[src/sv/cfm_pkg.sv]
// Shared constants and status codes for the capture frequency meter.
`timescale 1ns / 1ps
package cfm_pkg;

  localparam int CNT_W      = 7;   // capture_count and window counter
  localparam int STAMP_W    = 32;  // timestamp and mean period
  localparam int FREQ_W     = 16;
  localparam int RELOAD_W   = 15;
  localparam int STATUS_W   = 2;

  // One counter tick is 3.34 us: f = 1e8 / (334 * mean)
  localparam int SCALE_W    = 9;
  localparam logic [SCALE_W-1:0] TICK_SCALE = SCALE_W'(334);
  localparam int PROD_W     = STAMP_W + SCALE_W;

  localparam int FREQ_NUM_W = 27;
  localparam logic [FREQ_NUM_W-1:0] FREQ_NUM = FREQ_NUM_W'(100000000);
  localparam int RELOAD_NUM_W = 17;
  localparam logic [RELOAD_NUM_W-1:0] RELOAD_NUM = RELOAD_NUM_W'(120000);

  localparam logic [FREQ_W-1:0]   FREQ_SAT   = FREQ_W'(65535);
  localparam logic [RELOAD_W-1:0] RELOAD_MIN = RELOAD_W'(25);
  localparam logic [RELOAD_W-1:0] RELOAD_MAX = RELOAD_W'(30000);

  localparam logic [STATUS_W-1:0] STATUS_OK   = 2'd0;
  localparam logic [STATUS_W-1:0] STATUS_ZERO = 2'd1;
  localparam logic [STATUS_W-1:0] STATUS_SAT  = 2'd2;

endpackage

[src/sv/cfm_div.sv]
// Restoring divider, one quotient bit per cycle, shared by the back end.
`timescale 1ns / 1ps
module cfm_div
  import cfm_pkg::*;
#(
  parameter int DW = 38,
  parameter int SW = 6
) (
  input  logic              clk,
  input  logic              rst_n,
  input  logic              start,
  input  logic [DW-1:0]     dividend,   // left-aligned to DW
  input  logic [PROD_W-1:0] divisor,
  input  logic [SW-1:0]     steps,
  output logic              done,
  output logic [DW-1:0]     quotient
);

  logic [DW-1:0]     q_r, q_nxt;
  logic [PROD_W-1:0] rem_r, rem_nxt;
  logic [PROD_W-1:0] dvs_r, dvs_nxt;
  logic [SW-1:0]     cnt_r, cnt_nxt;
  logic              busy_r, busy_nxt;
  logic              done_r, done_nxt;
  logic [PROD_W:0]   rem_sh;
  logic [PROD_W:0]   rem_sub;
  logic              ge;

  always_comb begin
    rem_sh  = {rem_r, q_r[DW-1]};
    ge      = rem_sh >= {1'b0, dvs_r};
    rem_sub = rem_sh - {1'b0, dvs_r};
    q_nxt    = q_r;
    rem_nxt  = rem_r;
    dvs_nxt  = dvs_r;
    cnt_nxt  = cnt_r;
    busy_nxt = busy_r;
    done_nxt = 1'b0;
    if (start) begin
      q_nxt    = dividend;
      rem_nxt  = '0;
      dvs_nxt  = divisor;
      cnt_nxt  = steps;
      busy_nxt = 1'b1;
    end else if (busy_r) begin
      q_nxt   = {q_r[DW-2:0], ge};
      rem_nxt = ge ? rem_sub[PROD_W-1:0] : rem_sh[PROD_W-1:0];
      cnt_nxt = cnt_r - 1'b1;
      if (cnt_r == SW'(1)) begin
        busy_nxt = 1'b0;
        done_nxt = 1'b1;
      end
    end
  end

  always_ff @(posedge clk) begin
    q_r   <= q_nxt;
    rem_r <= rem_nxt;
    dvs_r <= dvs_nxt;
    cnt_r <= cnt_nxt;
    if (!rst_n) begin
      busy_r <= 1'b0;
      done_r <= 1'b0;
    end else begin
      busy_r <= busy_nxt;
      done_r <= done_nxt;
    end
  end

  assign done     = done_r;
  assign quotient = q_r;

endmodule

[src/sv/cfm_queue.sv]
// Two-entry queue of closed windows between front and back end.
`timescale 1ns / 1ps
module cfm_queue #(
  parameter int W = 45
) (
  input  logic         clk,
  input  logic         rst_n,
  input  logic         push,
  input  logic [W-1:0] push_data,
  input  logic         pop,
  output logic [W-1:0] head,
  output logic         full,
  output logic         empty
);

  logic [W-1:0] mem_r [2];
  logic         wr_ptr_r, rd_ptr_r;
  logic [1:0]   cnt_r, cnt_nxt;

  always_comb begin
    cnt_nxt = cnt_r;
    if (push && !pop) cnt_nxt = cnt_r + 2'd1;
    else if (pop && !push) cnt_nxt = cnt_r - 2'd1;
  end

  always_ff @(posedge clk) begin
    if (push) mem_r[wr_ptr_r] <= push_data;
    if (!rst_n) begin
      wr_ptr_r <= 1'b0;
      rd_ptr_r <= 1'b0;
      cnt_r    <= 2'd0;
    end else begin
      if (push) wr_ptr_r <= ~wr_ptr_r;
      if (pop)  rd_ptr_r <= ~rd_ptr_r;
      cnt_r <= cnt_nxt;
    end
  end

  assign head  = mem_r[rd_ptr_r];
  assign full  = cnt_r == 2'd2;
  assign empty = cnt_r == 2'd0;

  a_cnt_range: assert property (@(posedge clk) disable iff (!rst_n) cnt_r <= 2'd2)
    else $error("queue count out of range");
  a_no_overflow: assert property (@(posedge clk) disable iff (!rst_n) push |-> !full)
    else $error("push into full queue");
  a_no_underflow: assert property (@(posedge clk) disable iff (!rst_n) pop |-> !empty)
    else $error("pop from empty queue");

endmodule

[src/sv/cfm_front.sv]
// Front end: takes timestamps, sums wrapping periods, closes windows.
`timescale 1ns / 1ps
module cfm_front
  import cfm_pkg::*;
#(
  parameter int MAX_CAPTURES = 64,
  parameter int SUM_W = 38
) (
  input  logic                   clk,
  input  logic                   rst_n,
  input  logic [CNT_W-1:0]       capture_count,
  input  logic                   in_valid,
  input  logic [STAMP_W-1:0]     in_timestamp,
  output logic                   in_stall,
  input  logic                   q_full,
  output logic                   push,
  output logic [SUM_W+CNT_W-1:0] push_data
);

  logic [STAMP_W-1:0] last_stamp_r, last_stamp_nxt;
  logic [CNT_W-1:0]   seen_r, seen_nxt;
  logic [SUM_W-1:0]   sum_r, sum_nxt;
  logic [CNT_W-1:0]   n_eff, seen_inc;
  logic [STAMP_W-1:0] diff;
  logic [SUM_W-1:0]   sum_add;
  logic               accept, close;

  always_comb begin
    priority if (capture_count < CNT_W'(2)) n_eff = CNT_W'(2);
    else if (int'(capture_count) > MAX_CAPTURES) n_eff = CNT_W'(MAX_CAPTURES);
    else n_eff = capture_count;

    accept   = in_valid && !q_full;
    diff     = in_timestamp - last_stamp_r;
    sum_add  = (seen_r != '0) ? sum_r + SUM_W'(diff) : sum_r;
    seen_inc = seen_r + 1'b1;
    close    = accept && (seen_inc >= n_eff);

    last_stamp_nxt = last_stamp_r;
    seen_nxt       = seen_r;
    sum_nxt        = sum_r;
    if (accept) begin
      last_stamp_nxt = in_timestamp;
      // start a fresh window once the count is reached
      seen_nxt = close ? '0 : seen_inc;
      sum_nxt  = close ? '0 : sum_add;
    end
  end

  always_ff @(posedge clk) begin
    if (!rst_n) begin
      last_stamp_r <= '0;
      seen_r       <= '0;
      sum_r        <= '0;
    end else begin
      last_stamp_r <= last_stamp_nxt;
      seen_r       <= seen_nxt;
      sum_r        <= sum_nxt;
    end
  end

  assign in_stall  = q_full;
  assign push      = close;
  assign push_data = {sum_add, n_eff - 1'b1};

endmodule

[src/sv/cfm_back.sv]
// Back end: mean, frequency and reload through the shared divider.
`timescale 1ns / 1ps
module cfm_back
  import cfm_pkg::*;
#(
  parameter int SUM_W = 38
) (
  input  logic                   clk,
  input  logic                   rst_n,
  input  logic [SUM_W+CNT_W-1:0] q_head,
  input  logic                   q_empty,
  output logic                   q_pop,
  output logic                   out_valid,
  input  logic                   out_stall,
  output logic [STAMP_W-1:0]     out_mean_period,
  output logic [FREQ_W-1:0]      out_frequency_hz,
  output logic [RELOAD_W-1:0]    out_sample_reload,
  output logic [STATUS_W-1:0]    out_status
);

  localparam int DW = SUM_W;
  localparam int SW = $clog2(DW + 1);
  localparam logic [DW-1:0] FREQ_DIVIDEND   = DW'(FREQ_NUM) << (DW - FREQ_NUM_W);
  localparam logic [DW-1:0] RELOAD_DIVIDEND = DW'(RELOAD_NUM) << (DW - RELOAD_NUM_W);

  typedef enum logic [5:0] {
    ST_IDLE   = 6'b000001,
    ST_MEAN   = 6'b000010,
    ST_MUL    = 6'b000100,
    ST_FREQ   = 6'b001000,
    ST_RELOAD = 6'b010000,
    ST_OUT    = 6'b100000
  } back_state_t;

  back_state_t          state_r, state_nxt;
  logic [STAMP_W-1:0]   mean_r, mean_nxt;
  logic [FREQ_W-1:0]    freq_r, freq_nxt;
  logic [RELOAD_W-1:0]  reload_r, reload_nxt;
  logic [STATUS_W-1:0]  status_r, status_nxt;
  logic                 out_valid_r, out_valid_nxt;
  logic [STAMP_W-1:0]   out_mean_r;
  logic [FREQ_W-1:0]    out_freq_r;
  logic [RELOAD_W-1:0]  out_reload_r;
  logic [STATUS_W-1:0]  out_status_r;
  logic                 out_load;

  logic                 div_start, div_done;
  logic [DW-1:0]        div_dividend, div_quo;
  logic [PROD_W-1:0]    div_divisor;
  logic [SW-1:0]        div_steps;

  cfm_div #(.DW(DW), .SW(SW)) u_div (
    .clk      (clk),
    .rst_n    (rst_n),
    .start    (div_start),
    .dividend (div_dividend),
    .divisor  (div_divisor),
    .steps    (div_steps),
    .done     (div_done),
    .quotient (div_quo)
  );

  always_comb begin
    state_nxt    = state_r;
    mean_nxt     = mean_r;
    freq_nxt     = freq_r;
    reload_nxt   = reload_r;
    status_nxt   = status_r;
    q_pop        = 1'b0;
    out_load     = 1'b0;
    div_start    = 1'b0;
    div_dividend = '0;
    div_divisor  = '0;
    div_steps    = '0;

    unique case (state_r)
      ST_IDLE: begin
        if (!q_empty) begin
          q_pop        = 1'b1;
          div_start    = 1'b1;
          div_dividend = q_head[SUM_W+CNT_W-1:CNT_W];
          div_divisor  = PROD_W'(q_head[CNT_W-1:0]);
          div_steps    = SW'(DW);
          state_nxt    = ST_MEAN;
        end
      end
      ST_MEAN: begin
        if (div_done) begin
          mean_nxt = div_quo[STAMP_W-1:0];
          if (div_quo[STAMP_W-1:0] == '0) begin
            freq_nxt     = FREQ_SAT;
            status_nxt   = STATUS_ZERO;
            div_start    = 1'b1;
            div_dividend = RELOAD_DIVIDEND;
            div_divisor  = PROD_W'(FREQ_SAT);
            div_steps    = SW'(RELOAD_NUM_W);
            state_nxt    = ST_RELOAD;
          end else begin
            state_nxt = ST_MUL;
          end
        end
      end
      ST_MUL: begin
        // product lands in the divider's divisor register
        div_start    = 1'b1;
        div_dividend = FREQ_DIVIDEND;
        div_divisor  = PROD_W'(mean_r) * PROD_W'(TICK_SCALE);
        div_steps    = SW'(FREQ_NUM_W);
        state_nxt    = ST_FREQ;
      end
      ST_FREQ: begin
        if (div_done) begin
          if (div_quo[DW-1:FREQ_W] != '0) begin
            freq_nxt   = FREQ_SAT;
            status_nxt = STATUS_SAT;
          end else begin
            freq_nxt   = div_quo[FREQ_W-1:0];
            status_nxt = STATUS_OK;
          end
          if (freq_nxt == '0) begin
            reload_nxt = RELOAD_MAX;
            state_nxt  = ST_OUT;
          end else begin
            div_start    = 1'b1;
            div_dividend = RELOAD_DIVIDEND;
            div_divisor  = PROD_W'(freq_nxt);
            div_steps    = SW'(RELOAD_NUM_W);
            state_nxt    = ST_RELOAD;
          end
        end
      end
      ST_RELOAD: begin
        if (div_done) begin
          priority if (div_quo < DW'(RELOAD_MIN)) reload_nxt = RELOAD_MIN;
          else if (div_quo > DW'(RELOAD_MAX)) reload_nxt = RELOAD_MAX;
          else reload_nxt = div_quo[RELOAD_W-1:0];
          state_nxt = ST_OUT;
        end
      end
      ST_OUT: begin
        if (!out_valid_r || !out_stall) begin
          out_load  = 1'b1;
          state_nxt = ST_IDLE;
        end
      end
      default: state_nxt = ST_IDLE;
    endcase

    out_valid_nxt = out_load || (out_valid_r && out_stall);
  end

  always_ff @(posedge clk) begin
    mean_r   <= mean_nxt;
    freq_r   <= freq_nxt;
    reload_r <= reload_nxt;
    status_r <= status_nxt;
    if (out_load) begin
      out_mean_r   <= mean_r;
      out_freq_r   <= freq_r;
      out_reload_r <= reload_r;
      out_status_r <= status_r;
    end
    if (!rst_n) begin
      state_r     <= ST_IDLE;
      out_valid_r <= 1'b0;
    end else begin
      state_r     <= state_nxt;
      out_valid_r <= out_valid_nxt;
    end
  end

  assign out_valid         = out_valid_r;
  assign out_mean_period   = out_mean_r;
  assign out_frequency_hz  = out_freq_r;
  assign out_sample_reload = out_reload_r;
  assign out_status        = out_status_r;

  a_load_from_out: assert property (@(posedge clk) disable iff (!rst_n)
    $rose(out_valid_r) |-> $past(state_r == ST_OUT))
    else $error("result shown without passing the output state");
  a_zero_mean: assert property (@(posedge clk) disable iff (!rst_n)
    (out_valid_r && out_status_r == STATUS_ZERO) |->
      (out_mean_r == '0 && out_freq_r == FREQ_SAT && out_reload_r == RELOAD_MIN))
    else $error("zero-mean result inconsistent");

endmodule

[src/sv/capture_frequency_meter.sv]
// Top level of the capture frequency meter: config register, front, queue, back.
//
//  channel | direction | handshake           | beat payload
//  in_     | input     | in_valid / in_stall | in_timestamp
//  out_    | output    | out_valid/out_stall | mean_period, frequency_hz, sample_reload, status
//  cfg_    | input     | cfg_wr_en           | cfg_wr_data (capture_count)
//
// The front takes one timestamp beat per cycle unless the queue is full; a closing beat is taken too.
// The back end takes one window at a time through mean, product, frequency and reload steps on the
// bit-serial divider, then output; a zero mean skips the product and the frequency division.
// Two closed windows can wait in the queue; in_stall rises only when it is full.
// Reset is synchronous, active low; capture_count returns to 16, no clearing pass.
`timescale 1ns / 1ps
module capture_frequency_meter
  import cfm_pkg::*;
#(
  parameter int MAX_CAPTURES = 64
) (
  input  logic                 clk,
  input  logic                 rst_n,
  input  logic                 cfg_wr_en,
  input  logic [CNT_W-1:0]     cfg_wr_data,
  input  logic                 in_valid,
  output logic                 in_stall,
  input  logic [STAMP_W-1:0]   in_timestamp,
  output logic                 out_valid,
  input  logic                 out_stall,
  output logic [STAMP_W-1:0]   out_mean_period,
  output logic [FREQ_W-1:0]    out_frequency_hz,
  output logic [RELOAD_W-1:0]  out_sample_reload,
  output logic [STATUS_W-1:0]  out_status
);

  localparam int SUM_W   = STAMP_W + $clog2(MAX_CAPTURES);
  localparam int ENTRY_W = SUM_W + CNT_W;

  logic [CNT_W-1:0]   capture_count_r, capture_count_nxt;
  logic               q_push, q_pop, q_full, q_empty;
  logic [ENTRY_W-1:0] q_push_data, q_head;

  always_comb begin
    capture_count_nxt = cfg_wr_en ? cfg_wr_data : capture_count_r;
  end

  always_ff @(posedge clk) begin
    if (!rst_n) capture_count_r <= CNT_W'(16);
    else capture_count_r <= capture_count_nxt;
  end

  cfm_front #(.MAX_CAPTURES(MAX_CAPTURES), .SUM_W(SUM_W)) u_front (
    .clk           (clk),
    .rst_n         (rst_n),
    .capture_count (capture_count_r),
    .in_valid      (in_valid),
    .in_timestamp  (in_timestamp),
    .in_stall      (in_stall),
    .q_full        (q_full),
    .push          (q_push),
    .push_data     (q_push_data)
  );

  cfm_queue #(.W(ENTRY_W)) u_queue (
    .clk       (clk),
    .rst_n     (rst_n),
    .push      (q_push),
    .push_data (q_push_data),
    .pop       (q_pop),
    .head      (q_head),
    .full      (q_full),
    .empty     (q_empty)
  );

  cfm_back #(.SUM_W(SUM_W)) u_back (
    .clk               (clk),
    .rst_n             (rst_n),
    .q_head            (q_head),
    .q_empty           (q_empty),
    .q_pop             (q_pop),
    .out_valid         (out_valid),
    .out_stall         (out_stall),
    .out_mean_period   (out_mean_period),
    .out_frequency_hz  (out_frequency_hz),
    .out_sample_reload (out_sample_reload),
    .out_status        (out_status)
  );

endmodule
[config.mk]
export PLATFORM = sky130hd
export DESIGN_NAME = capture_frequency_meter
export DESIGN_NICKNAME = d
export VERILOG_FILES = /design/src/sv/cfm_pkg.sv /design/src/sv/cfm_div.sv /design/src/sv/cfm_queue.sv /design/src/sv/cfm_front.sv /design/src/sv/cfm_back.sv /design/src/sv/capture_frequency_meter.sv
export SDC_FILE = /design/constraint.sdc
export NUM_CORES = 1
export LEC_CHECK = 0
export ABC_AREA = 1
export BUFFER_PORTS_ARGS = -buffer_cell sky130_fd_sc_hd__buf_2
export CAP_MARGIN = 0
export CORE_ASPECT_RATIO = 0.8
export CORE_MARGIN = 3
export CORE_UTILIZATION = 41
export DETAILED_ROUTE_END_ITERATION = 7
export HOLD_SLACK_MARGIN = 0.12
export PLACE_DENSITY_LB_ADDON = 0.25
export SLEW_MARGIN = 20
export SYNTH_ARGS = -nofsm -noshare
export SYNTH_HDL_FRONTEND = slang
export SYNTH_SLANG_ARGS = --single-unit
export TNS_END_PERCENT = 1
[constraint.sdc]
create_clock -name clk -period 11.9 [get_ports clk]
set_input_delay 0.595 -clock clk [delete_from_list [all_inputs] [get_ports clk]]
set_output_delay 0.595 -clock clk [all_outputs]
set_load 0.03 [all_outputs]
* Word level (Yosys, flattened, before mapping) *
Memories as Yosys holds them, arrays and structs flattened. A register that Yosys moved wholly into a read port is not among the register bits.
Index checks and enable logic that the tools add are counted.
W data, S select, Z words.

operators by class
  bitwise logic cells = 4
  multiply operators = 1
  add/subtract/negate cells = 8
  muxes and demuxes = 73
  magnitude comparators = 6
  reduce and logical (&&, ||, !) cells = 26
  equal/unequal tests = 15

operators by type and width
  cell                     count
  $mux W38                 9
  $pmux W41 S4             1
  $pmux W38 S4             1
  $mux W16                 8
  $mux W41                 3
  $mux W15                 5
  $mux W6                  11
  $ge A42 B41 Y1           1
  $sub A41 B41 Y41         1
  $mul A32 B8 Y40 const B  1
  $add A38 B32 Y38         1
  $gt A38 B15 Y1 const B   1
  $lt A38 B5 Y1 const B    1
  $pmux W6 S6              1
  $logic_not A32 Y1        1
  $pmux W16 S2             1
  $sub A32 B32 Y32         1
  $pmux W15 S2             1
  $mux W7                  4
  $pmux W6 S4              1
  $reduce_bool A22 Y1      1
  $logic_not A16 Y1        1
  $mux W1                  16
  $mux W5                  3
  31 further kinds         58

word-level totals
  output and inout port bits = 67
  memory bits (writable) = 90
  word-level logic and storage cells = 157
  memories = 1
  input port bits = 44
  flip-flop bits (word level) = 353

memories
  name           depth  width  rd ports  clocked after Yosys merged registers in  write ports  RTL line         RTL
  u_queue.mem_r  2      45     1         1                                        1            cfm_queue.sv:16  logic [W-1:0] mem_r [2];

* Longest topological paths before layout *
  word-level depth = 9
  gate-level depth with buffers = 26
  depth with buffers taken out = 26

* Hierarchy *
Synthesis repeated with hierarchy kept, for this count alone.

unflattened totals
  cells, all modules = 4257
  area, all modules = 32622.5 µm²

by module, submodules not included
  module                   sequential area each (µm²)  instances  area an instance (µm²)  cells an instance
  cfm_back                 4043.9                      1          11608.6                 1372
  cfm_div                  3413.3                      1          8762.2                  1275
  cfm_front                1541.5                      1          8293.0                  1393
  cfm_queue                2802.7                      1          3678.5                  175
  capture_frequency_meter  140.1                       1          280.3                   42

* Worst setup path after synthesis *
Ideal clock, no wire load.

  path type = register to register
  start = register capture_count_r[1]
  end = memory u_queue.mem_r[1][0], enable pin
  required time = 11.451 ns
  period minus slack after synthesis = 4.259 ns
  stages on the path, launching flop included = 14
  slack = 7.641 ns
  arrival time = 3.810 ns
  path buffers = 0
  setup time = 0.449 ns
  cells stage by stage = dfxtp_1 nor4_1 nand2_1 nand2_1 inv_1 nor2_1 inv_1 ha_1 inv_1 o31ai_1 nand4_1 o211ai_1 nand2_1 nor2_1

on the way
  longest elaborated chain between the ends = 7
  elaborated cells between the ends (all ways) = 8
  those cells by class = order compare: 3; mux: 4; reduce/logical: 1

RTL lines
  element                            RTL line                       RTL
  start: declaration                 capture_frequency_meter.sv:37  logic [CNT_W-1:0] capture_count_r, capture_count_nxt;
  start signal: assignment           capture_frequency_meter.sv:47  else capture_count_r <= capture_count_nxt;
  $gt A7 B7 Y1                       cfm_front.sv:30                else if (int'(capture_count) > MAX_CAPTURES) n_eff = CNT_W'(MAX_CAPTURES);
  $mux W7                            cfm_front.sv:30
  $mux W7 (*)                        cfm_front.sv:29                priority if (capture_count < CNT_W'(2)) n_eff = CNT_W'(2);
  $ge A7 B7 Y1 (*)                   cfm_front.sv:37                close = accept && (seen_inc >= n_eff);
  $logic_and A1 B1 Y1 (*)            cfm_front.sv:37
  $mux W1 (*)                        cfm_queue.sv:27                if (push) mem_r[wr_ptr_r] <= push_data;
  $mux W1 (not written as such) (*)  cfm_queue.sv:27
  end: declaration                   cfm_queue.sv:16

Every way passes the cells marked *; elsewhere a longest branch is shown, timed or not.

* Worst setup path in the final report *
  start = register u_back.mean_r[2]
  end = register u_back.u_div.dvs_r[29], data pin

on the way
  longest elaborated chain between the ends = 2

RTL lines
  element                           RTL line         RTL
  start: declaration                cfm_back.sv:36   logic [STAMP_W-1:0] mean_r, mean_nxt;
  start signal: assignment          cfm_back.sv:153  mean_r <= mean_nxt;
  $mul A32 B8 Y40                   cfm_back.sv:107  div_divisor = PROD_W'(mean_r) * PROD_W'(TICK_SCALE);
  $pmux W41 S4                      cfm_back.sv:76   unique case (state_r)
  named net u_back.div_divisor[29]  cfm_back.sv:49   logic [PROD_W-1:0] div_divisor;
  end signal: assignment            cfm_div.sv:59    dvs_r <= dvs_nxt;
  end: declaration                  cfm_div.sv:21    logic [PROD_W-1:0] dvs_r, dvs_nxt;

The timed path passes the listed nets, and every way through them passes these cells.
A chain may end at the register's enable or synchronous reset.

==> flow_metrics.tcl <==
set metrics [dict create \
    status "finished clean" \
    finalNetCount 4308 \
    maxSlewHeadroom_pct 37.1 \
    cp.arrival_ns 5.00 \
    synth_area_um2 30600 \
    netSwitchingFraction_pct 43.9 \
    wl_um 84300 \
    reg2reg_to "u_back.u_div.dvs_r[29]$_DFFE_PP_" \
    placed_cell_area_um2 32200 \
    synth_nets 4214 \
    drcViolationCount 0 \
    p_int_mw 4.04 \
    synth-main-ff-cell "edfxtp_1" \
    seqPwrFrac_pct 32.6 \
    worstReg2RegStart "u_back.mean_r[2]$_DFFE_PP_" \
    mostFrequentLayoutCells "nand2_1 (890), inv_1 (650), nor2_1 (348)" \
    max_freq_mhz 217 \
    hold_buffers 0 \
    rsz0062_at_grt "false" \
    drt_iter0_drc 2271 \
    whs_endpoint "capture_count_r[4]$_SDFFE_PN1P_" \
    worstHoldPathCells 3 \
    p_sw_mw 3.16 \
    drive_gt1_share_pct 6.79 \
    critPathMaxFanout 6 \
    worst_r2r_path_depth 16 \
    clk_path_buf_depth 3 \
    htree_num_levels 2 \
    synth_area_leaders "edfxtp_1 (30%), nand2_1 (11%), ha_1 (9.7%)" \
    gp_congestion 0.995 \
    num_rows 88 \
    cellPowerDensity_nw_per_um2 212 \
    cp.required_ns 12.29 \
    peakVddDrop_uv 153 \
    antenna_cells 0 \
    synth-seq-cells 444 \
    fin_crit_ns 4.62 \
    grt_max_degree 94 \
    cts_tree "yes" \
    regToRegSetupSlack_ns 7.28 \
    drv_cap 0 \
    start_util_pct 41.9 \
    area_growth_pct 10.8 \
    fin_area_um2 33900 \
    place_hpwl_um 65900 \
    ctsRootBufferMaster "clkbuf_16" \
    port-buffer-count 110 \
    yosys.area.top_type "edfxtp_1" \
    worstHoldPathType "in2reg" \
    cts_buffers 48 \
    synth_top_area_share_pct 29.9 \
    firstDrtPassIters 6 \
    worst_clock_skew_ns 0.0651 \
    syn_inst 3844 \
    antenna_found_initial 3 \
    grt_usage_pct 21.5 \
    finalHoldViolCount 0 \
    grt_pass1_vias 23885 \
    viasPerCell 5.07 \
    die_h_um 250 \
    syn_area_per_cell_um2 7.97 \
    ys_async_sr_fraction_pct 0 \
    finalSetupTns_ns 0 \
    finalCritPeriodShare_pct 38.8 \
    coreArea_um2 73000 \
    clkTransAtPathRegs_ns 0.06 \
    layout_commonest_cell "nand2_1" \
    io_pins 111 \
    holdWs_ns 0.192 \
    start_kind "flip-flop" \
    max_slew.worst_pin.slew_ns 0.943 \
    die-area_um2 78000 \
    ff_latch_area_um2 11900 \
    clock_latency_ns 0.65 \
    yosysWarnings 0 \
    cts_sinks 444 \
    multi_input_area_um2 15900 \
    combPwrFrac_pct 44.5 \
    ys_seq_area_share_pct 39.0 \
    p_clk_share_pct 22.9 \
    synthDistinctLibCells 55 \
    num_vias 25193 \
    leakage_nw 15.5 \
    fill_cells 7343 \
    post_cts_resize_count 0 \
    die_x_um 312 \
    min_from "cfg_wr_data[4]" \
    slew_viol_final 0 \
    cp-end-kind "flip-flop" \
    totalPowerFinal_mw 7.20 \
    crit_type "reg2reg" \
    grt_pass1_wl_um 134000 \
    synth_edf_count 305 \
    overflow 0 \
    ant_nets 0 \
    setup_viol 0 \
    cts_setup_buffers 0 \
    wl_per_cell_um 17.0 \
]
==> layer usage <==
metal  vias to the layer above  routed length (um)  track usage, %
li1                      12772                   -               -
met1                     11700               41100            31.7
met2                       620               36100            33.2
met3                       101                5180            3.12
met4                         0                1980            5.28
met5                         -                   0               0
==> logic make-up (layout without fill, tap and decap cells) <==
family | Yosys count | after routing | share of synthesized area, %
AND/OR/NAND/NOR | 1633 | 1633 | 22.5
buffers and inverters | 738 | 870 | 9.28
XOR/XNOR | 75 | 75 | 2.15
flip-flops | 444 | 444 | 39.0
multiplexers | 20 | 20 | 0.654
adder cells (fa/ha/maj) | 326 | 326 | 15.5
AO/OA/AOI/OAI | 608 | 608 | 11.0
==> cells in the mapped netlist (all sizes together) (19+ instances only) <==
library cell  count
nand4            32
a21oi           285
nand2           900
o211ai           24
nand3           225
or2              19
o21ai           209
fa               88
inv             654
nand3b           20
ha              238
buf              29
xnor2            34
edfxtp          305
xor2             41
mux2i            20
nor3             33
dfxtp           139
nor2            375
clkbuf           51
==> worst max path at each step <==
| stage | slack, ns | end | cells after the start | startpoint |
|---|---|---|---|---|
| after global placement | 7.33 | u_back.u_div.dvs_r[29]$_DFFE_PP_ | 16 | u_back.mean_r[8]$_DFFE_PP_ |
| after floorplan | 7.64 | u_queue.mem_r[1][0]$_DFFE_PP_ | 13 | capture_count_r[1]$_SDFFE_PN0P_ |
| final | 7.28 | u_back.u_div.dvs_r[29]$_DFFE_PP_ | 16 | u_back.mean_r[2]$_DFFE_PP_ |
| after detailed placement | 7.21 | u_front.sum_r[12]$_SDFFE_PN0P_ | 22 | in_timestamp[0] |
| after CTS | 7.33 | u_back.u_div.dvs_r[20]$_DFFE_PP_ | 15 | u_back.mean_r[2]$_DFFE_PP_ |
| after global routing | 7.02 | u_back.u_div.dvs_r[29]$_DFFE_PP_ | 16 | u_back.mean_r[2]$_DFFE_PP_ |
==> stage by stage <==
stage / worst slack (ns) / instances / util (%)
2_1_floorplan: 7.64 / 3844 / -
3_3_place_gp: 7.33 / 4878 / 44.1
3_5_place_dp: 7.21 / 4878 / 44.1
4_1_cts: 7.33 / 4966 / 46.5
5_1_grt: 7.02 / 4966 / 46.5
6_report: 7.28 / 4966 / 46.5
==> power by group through the flow <==
stage / logic [mW] / clock network, mW / registers [mW]
after CTS: 3.19 / 1.69 / 2.34
after global routing: 3.62 / 1.75 / 2.38
after detailed placement: 3.18 / 0 / 2.37
after global placement: 3.16 / 0 / 2.37
final: 3.21 / 1.65 / 2.35
after floorplan: 2.38 / 0 / 2.23
==> cell type report <==
cell class | count | area share (%)
clock inverter | 32 | 1.42
multi-input combinational | 2662 | 46.8
sequential | 444 | 35.2
tap | 990 | 3.65
inverter | 658 | 7.30
timing repair buffer | 124 | 1.93
clock buffer | 56 | 3.72
==> flip-flops by register name, summed over array words and instances (netlist names), 32 cells and up, named ones only <==
name / cells
u_back.out_mean_period: 32
u_front.sum_r: 38
u_front.last_stamp_r: 32
u_back.mean_r: 32
u_queue.mem_r: 90
u_back.u_div.quotient: 38
u_back.u_div.dvs_r: 41
u_back.u_div.rem_r: 41
==> critical path: stages, from the launching register on <==
cell and delay [ns]:
edfxtp_1 0.53, ha_1 0.38, fa_1 0.54, inv_1 0.06, fa_1 0.50, fa_1 0.54
inv_1 0.04, ha_1 0.35, nand2_1 0.11, nor2_1 0.19, nand4_1 0.15, nor3_1 0.24
a21oi_1 0.16, o21ai_0 0.37, nand2_1 0.09, nand2_1 0.07, nor2_1 0.04
Note: power is estimated with default switching activity, not from simulation.
